`config.mk`:
```
export PLATFORM = sky130hd
export DESIGN_NAME = nmbf_ram
export DESIGN_NICKNAME = d
export VERILOG_FILES = /design/src/rtl/nmbf_ram.sv
export SDC_FILE = /design/constraint.sdc
export NUM_CORES = 1
export LEC_CHECK = 0
export BUFFER_PORTS_ARGS = -buffer_cell sky130_fd_sc_hd__buf_4
export CORE_ASPECT_RATIO = 1.75
export CORE_MARGIN = 1.5
export CORE_UTILIZATION = 40
export DETAILED_ROUTE_END_ITERATION = 10
export HOLD_SLACK_MARGIN = 0.12
export PLACE_DENSITY_LB_ADDON = 0.05
export SLEW_MARGIN = 0
export SYNTH_ARGS = -nofsm -noshare
export SYNTH_HDL_FRONTEND = slang
export SYNTH_SLANG_ARGS = --single-unit
```
`constraint.sdc`:
```
create_clock -name clk -period 1.8 [get_ports clk]
set_input_delay 0.18 -clock clk [delete_from_list [all_inputs] [get_ports clk]]
set_output_delay 0.18 -clock clk [all_outputs]
set_load 0.02 [all_outputs]
```
`src/rtl/nmbf_ram.sv`:
```
`timescale 1ns / 1ps

// Simple dual-port RAM: one write port, one read port, registered read data
module nmbf_ram #(
    parameter int WIDTH  = 8,
    parameter int DEPTH  = 16,
    parameter int ADDR_W = (DEPTH > 1) ? $clog2(DEPTH) : 1
) (
    input  logic              clk,
    input  logic              we,
    input  logic [ADDR_W-1:0] waddr,
    input  logic [WIDTH-1:0]  wdata,
    input  logic              re,
    input  logic [ADDR_W-1:0] raddr,
    output logic [WIDTH-1:0]  rdata
);

    logic [WIDTH-1:0] mem [DEPTH];

    always_ff @(posedge clk)
    begin
        if (we)
        begin
            mem[waddr] <= wdata;
        end
        if (re)
        begin
            rdata <= mem[raddr];
        end
    end

endmodule

```
======== Yosys cells after proc, flatten, opt, wreduce, memory -nomap -nowiden ========
Memory sizes are Yosys's and may differ from the RTL's. A register that Yosys moved wholly into a read port is not among the register bits.
Index checks and enable logic that the tools add are counted.
storage, ports and cells
  input port bits ......................... 19
  output and inout bits ................... 8
  bits in registers ....................... 0
  RAM bits ................................ 128
  logic and storage cells ................. 3
  memories ................................ 1
memories
  memory  words  width  rd ports  clocked after memory_dff  write ports  line  source
  mem     16     8      1         1                         1            18    logic [WIDTH-1:0] mem [DEPTH];
operators by class
  multiplexer cells ....................... 2
operator list
  operator  number
  $mux 1    2

======== Depth between registers and ports, before layout ========
Gate-level depths: netlist (run 1).
  depth after elaboration ................. 2
  mapped depth ............................ 5
  mapped depth without buffers ............ 3

======== Worst setup path after synthesis (run 1) ========
Ideal clock, no wire load.
  path kind ............................... input to register
  start point ............................. input waddr[2]
  end point ............................... memory mem[0][0] (enable)
  required time ........................... 1.417 ns
  slack ................................... 0.127 ns
  arrival ................................. 1.290 ns
  setup time .............................. 0.383 ns
  buffers on the path ..................... 0
  cell stages on the path ................. 2
  cell sequence ........................... or3b_2 -> nor3_1
RTL lines
  what         line  source
  from (decl)  11    input logic [ADDR_W-1:0] waddr,
  to (decl)    18
No word-level cell before the write port.

==> flow_summary_export.csv, run 1 <==
group,metric,value,unit
outcome,status,"finished clean",
yosys,synth.top_cells.by_count,"136 x sky130_fd_sc_hd__edfxtp_1, 18 x sky130_fd_sc_hd__mux4_2, 16 x sky130_fd_sc_hd__a22oi_1",
setup_path,critical_path_type,"flop to flop",
drt,vias,2433,
final_layout,filler_cell_count,1083,
setup_path,critical_path.endpoint_type,"flop",
timing,worst_max_slew_pin_slew,0.3834,ns
job,maxCapViolCount,0,
final_layout,n_antenna_cell,0,
yosys,synth_nets,248,
worst_hold_path,min_delay_path_depth,3,
placement,globalplace.congestion,0.7299,
floorplan,rows,55,
setup_path,worstPathRequired,1.95,ns
yosys,synthFlopType,"sky130_fd_sc_hd__edfxtp_1",
floorplan,die_height,154.2,um
setup_path,critPathLaunchType,"flop",
timing,final_hold_vio_count,0,
timing,report.final.setup_viol,0,
final_layout,final_nets,317,
clock_network,clock_tree_from_tritoncts,"done",
grt,antenna_found_initial,0,
placement,hpwl,7100,um
yosys,count_of_flip_flops_with_a_built_in_enable_after_synthesis,136,
drt,detailedRoute.firstIterationViolations,160,
drt,detail-route-antenna-nets,0,
grt,grt_first_pass_wirelength,15760,um
timing,final-max-slew-violation-count,0,
yosys,seq_area_frac_synth,78.12,%
clock_network,later_pin_clock_latency_in_the_skew_report,0.40,ns
floorplan,die-width,89.42,um
placement,port-buffer-count,26,
final_layout,area_growth,22.81,%
clock_network,clockBufferDepth,2,
setup_path,cp_max_fo,1,
grt,groute.usage.overall,16.71,%
clock_network,cts.sinks,136,
yosys,synth_async_sr_flop_share,0,%
setup_path,r2r.worst_path.cells,3,
final_layout,layout.core_utilization,49.89,%
yosys,synth_cell_type_count,18,
floorplan,initial_utilization,40.62,%
yosys,synth_most_common_cell,"sky130_fd_sc_hd__edfxtp_1",
clock_network,cts_root_buf,"sky130_fd_sc_hd__clkbuf_16",
timing,final_min_period_over_clock_period,81.17,%
yosys,netlist_top_cells_area,"sky130_fd_sc_hd__edfxtp_1 78%, sky130_fd_sc_hd__mux4_2 7.8%, sky130_fd_sc_hd__mux4_1 7.0%, sky130_fd_sc_hd__a22oi_1 2.3%, sky130_fd_sc_hd__nor2_1 0.93%",
clock_network,clk_pin_slew,0.06,ns
timing,unrepaired_setup_endpoints_after_global_routing,"false",
drt,postRouteWirelength,10400,um
worst_hold_path,worstHoldPathType,"input pin to flop",
yosys,post-synth-top-area-cell,"sky130_fd_sc_hd__edfxtp_1",
timing,setup-tns-final,0,ns
final_layout,stdcell_count,482,
drt,drt-pass1-iter-count,4,
clock_network,cts_setup_buffers,0,
power,power-per-cell-area,1115,nW/um^2
yosys,post_synth_instance_area,5228,sq um
final_layout,share_of_final_layout_standard_cells_stronger_than_drive_strength_1,31.83,%
grt,via_count_of_the_first_global_routing_pass,2608,
drt,vias_per_cell,5.048,
yosys,synthDominantCellAreaShare,78.12,%
drt,avgRoutedWirePerCell,21.58,um
power,power.ir.vdd_worst,709.7,uV
yosys,syn_avg_cell_area,22.83,sq um
floorplan,dieArea,13790,sq um
drt,drc,0,
clock_network,cts-buffers-inserted,17,
timing,fmax,0.6844,GHz
yosys,synthesis.instances,229,
yosys,synthesis.yosys.warnings,0,
setup_path,worst_ep_arrival_time,1.61,ns
placement,placedCellCount,441,
clock_network,cts_htree_levels,4,
timing,finalClockSkew,0.004806,ns
power,total_leakage_power,2.160,nW
floorplan,ios,27,
floorplan,core_area,12870,sq um
grt,grt_start_max_net_pins,18,
timing,maxSlewHeadroom,74.44,%
timing,post-route-min-period,1.461,ns
grt,grt_remaining_overflow,0,
yosys,ys_ff_latch,136,
==> final cells by class <==
class                      instances  area [sq um]  share of cell area (%)
clock buffer                      17         425.4                   6.626
clock inverter                    15         128.9                   2.007
tap                              171         214.0                   3.333
sequential                       136          4084                   63.61
multi-input combinational         83          1057                   16.47
timing repair buffer              60         510.5                   7.952
==> layout by cell type (no fill, tap or decap), drive strengths merged <==
master         n
and2           1
nand3b         2
clkbuf        17
nand3          1
bufinv         1
dlygate4sd3    9
and2b          1
nor2          13
or3b           1
clkinvlp       7
edfxtp       136
mux4          32
nor3           4
nor2b          1
inv            3
nand2b         2
buf           51
nand2          9
a22oi         16
clkinv         4
==> layer usage <==
| metal | up-vias | GRT usage [%] | share of wire, % | wire [um] |
|---|---|---|---|---|
| met5 | - | 0 | 0 | 0 |
| li1 | 1122 | - | - | - |
| met1 | 1258 | 19.81 | 41 | 4297 |
| met4 | 0 | 5.275 | 0.95 | 99 |
| met2 | 47 | 29.32 | 56 | 5777 |
| met3 | 6 | 4.055 | 2.2 | 227 |
==> metrics by stage <==
step	worst slack (ns)	hold slack (ns)	area (sq um)	power [mW]
floorplan	0.1271	0.2789	5228	3.848
global placement	0.1155	0.4818	5776	4.026
CTS	0.3370	0.2735	6420	7.229
finish	0.3389	0.2863	6420	7.157
detailed placement	0.1004	0.4973	5776	4.035
global route	0.2666	0.2762	6420	7.394
==> report_power, final <==
| part | total, mW | switching [mW] | internal [mW] |
|---|---|---|---|
| Sequential | 3.58 | 0.0157 | 3.57 |
| Combinational | 0.390 | 0.207 | 0.183 |
| Clock | 3.18 | 1.29 | 1.90 |
==> flip-flops by register name (all words and copies together) (netlist names) <==
register,flops
rdata,8
mem,128
==> final timing paths <==
path / from / end / slack [ns]
min reg2reg: mem[14][7]$_DFFE_PP_ / rdata[7]$_DFFE_PP_ / 0.75
min: waddr[0] / mem[4][4]$_DFFE_PP_ / 0.29
max: mem[3][4]$_DFFE_PP_ / rdata[4]$_DFFE_PP_ / 0.34
max reg2reg: mem[3][4]$_DFFE_PP_ / rdata[4]$_DFFE_PP_ / 0.34
==> cells by family after synthesis <==
logic type,Yosys count,synth area share [%]
simple gates,35,3.136
compound gates,16,2.298
buf+inv,10,1.651
mux,32,14.79
flops,136,78.12
==> worst max-delay path: stages, from the launching register on <==
cell and delay, ns:
sky130_fd_sc_hd__edfxtp_1 0.37, sky130_fd_sc_hd__mux4_2 0.47, sky130_fd_sc_hd__a22oi_1 0.29, sky130_fd_sc_hd__nand2_1 0.09
==> what timing repair did <==
| action | CTS | global route |
|---|---|---|
| hold buffers | 9 | 0 |
| resized for setup | 0 | 0 |
| endpoints found under the hold margin | 136 | 0 |
Note: power is estimated with default switching activity, not from simulation.
==> run 2: changes to the inputs <==
==> constraint.sdc (replaced) <==
create_clock -name clk -period 1.5 [get_ports clk]
set_input_delay 0.15 -clock clk [delete_from_list [all_inputs] [get_ports clk]]
set_output_delay 0.15 -clock clk [all_outputs]
set_load 0.02 [all_outputs]
==> flow_summary_export.csv, run 2 (synthesis results as in run 1) <==
group,metric,value,unit
setup_path,cpMaxStageDelayCell,"sky130_fd_sc_hd__mux4_1",
timing,final_hold_vio_count,0,
timing,setup-tns-final,0,ns
timing,final-max-slew-violation-count,0,
floorplan,die-width,89.42,um
drt,drt-pass1-iter-count,5,
grt,grt_first_pass_wirelength,15770,um
setup_path,critical_path.endpoint_type,"flop",
final_layout,final_area,6556,sq um
clock_network,clk_pin_slew,0.06,ns
grt,via_count_of_the_first_global_routing_pass,2662,
clock_network,clockBufferDepth,2,
placement,placedCellCount,447,
grt,grt_remaining_overflow,0,
setup_path,worst-path-buf-inv,0,
setup_path,cpLargestDelayFamily,"multiplexers",
drt,vias_per_cell,5.130,
clock_network,cts_root_buf,"sky130_fd_sc_hd__clkbuf_16",
setup_path,path_cells,"mux4_1 -> a22oi_2 -> nand2_1",
final_layout,register_containing_the_most_flip_flops_in_the_final_layout,"mem",
final_layout,final_common_cell,"sky130_fd_sc_hd__edfxtp_1",
final_layout,n_antenna_cell,0,
floorplan,die_height,154.2,um
floorplan,initial_utilization,40.62,%
floorplan,dieArea,13790,sq um
setup_path,cp_max_fo,1,
timing,maxSlewHeadroom,39.46,%
setup_path,critPathLaunchType,"flop",
power,total_leakage_power,2.235,nW
timing,unrepaired_setup_endpoints_after_global_routing,"false",
final_layout,filler_cell_count,1084,
clock_network,cts_htree_levels,4,
final_layout,final_nets,323,
final_layout,share_of_final_layout_standard_cells_stronger_than_drive_strength_1,35.24,%
timing,finalClockSkew,0.007925,ns
grt,antenna_found_initial,0,
drt,postRouteWirelength,10640,um
final_layout,largest_regs,"mem (128), rdata (8)",
final_layout,stdcell_count,486,
final_layout,multi_input_area,1084,sq um
timing,worst_max_slew_pin_slew,0.9048,ns
clock_network,cts-buffers-inserted,17,
clock_network,later_pin_clock_latency_in_the_skew_report,0.40,ns
floorplan,rows,55,
drt,detail-route-antenna-nets,0,
outcome,status,"finished clean",
job,maxCapViolCount,0,
timing,report.final.setup_viol,0,
final_layout,layout.cells.most_common_list,"136 x sky130_fd_sc_hd__edfxtp_1, 53 x sky130_fd_sc_hd__buf_4, 19 x sky130_fd_sc_hd__mux4_2",
placement,postPlaceCellArea,5838,sq um
floorplan,ios,27,
timing,fmax,0.6955,GHz
clock_network,cts_setup_buffers,0,
drt,detailedRoute.firstIterationViolations,162,
final_layout,largest_reg_flops,128,
clock_network,cts.sinks,136,
placement,hpwl,7304,um
clock_network,clock_tree_from_tritoncts,"done",
setup_path,regToRegSetupSlack,0.06,ns
setup_path,worst_ep_arrival_time,1.58,ns
final_layout,area.sequential,4084,sq um
placement,globalplace.congestion,0.7309,
timing,post-route-min-period,1.438,ns
floorplan,core_area,12870,sq um
drt,drc,0,
worst_hold_path,worstHoldPathType,"input pin to flop",
setup_path,worstPathRequired,1.65,ns
power,power-per-cell-area,1375,nW/um^2
final_layout,area_growth,25.42,%
drt,avgRoutedWirePerCell,21.90,um
setup_path,critical-path-max-stage-delay,0.54,ns
drt,vias,2493,
grt,groute.usage.overall,16.91,%
timing,final_min_period_over_clock_period,95.86,%
grt,grt_start_max_net_pins,21,
power,power.ir.vdd_worst,744.5,uV
setup_path,critical_path_type,"flop to flop",
placement,port-buffer-count,26,
-- run 2: area by class of cell --
class                           instances  area share (%)
Sequential cell                       136           62.29
Multi-Input combinational cell         83           16.53
Timing Repair Buffer                   66           8.664
Clock buffer                           17           6.489
Tap cell                              171           3.263
Clock inverter                         13           2.767
-- run 2: path summary, 6_finish.rpt --
kind / start / endpoint / cells after the start
setup / recovery: mem[9][4]$_DFFE_PP_ / rdata[4]$_DFFE_PP_ / 3
hold / removal: waddr[1] / mem[0][1]$_DFFE_PP_ / 3
hold reg to reg: mem[11][3]$_DFFE_PP_ / rdata[3]$_DFFE_PP_ / 3
setup reg to reg: mem[9][4]$_DFFE_PP_ / rdata[4]$_DFFE_PP_ / 3
-- run 2: timing repair --
action,in CTS,in global routing
endpoints found under the setup margin,0,5
hold buffers,9,0
gates resized for setup,0,6
hold endpoints to repair,136,0
-- run 2: per-layer routing --
metal	track usage, %	vias up	routed length (um)	share of wire, %
met5	0	-	0	0
met4	8.205	0	199	1.9
met3	3.682	12	288	2.7
met2	28.07	69	5897	55
met1	20.58	1285	4259	40
li1	-	1127	-	-
-- run 2: worst register-to-register path, delay by kind of cell (launching register included) --
| family | cells | cell delay, ns |
|---|---|---|
| flip-flops | 1 | 0.36 |
| AO/OA/AOI/OAI | 1 | 0.22 |
| multiplexers | 1 | 0.54 |
| AND/OR/NAND/NOR | 1 | 0.06 |
-- run 2: power breakdown --
group / switching [mW] / internal, mW / total, mW / leakage (nW)
Clock: 1.46 / 2.75 / 4.22 / 0.286
Sequential: 0.0248 / 4.28 / 4.31 / 1.24
Combinational: 0.258 / 0.231 / 0.489 / 0.713
-- run 2: stage by stage --
step	util, %	power, mW	hold slack (ns)	setup WS [ns]
6_report	50.95	9.013	0.2485	0.06214
5_1_grt	50.95	9.287	0.2440	0.008733
4_1_cts	50.78	9.099	0.2271	0.004671
3_5_place_dp	45.37	4.860	0.4788	-0.2252
3_3_place_gp	45.37	4.856	0.4608	-0.2340
2_1_floorplan	-	4.617	0.2489	0.06759
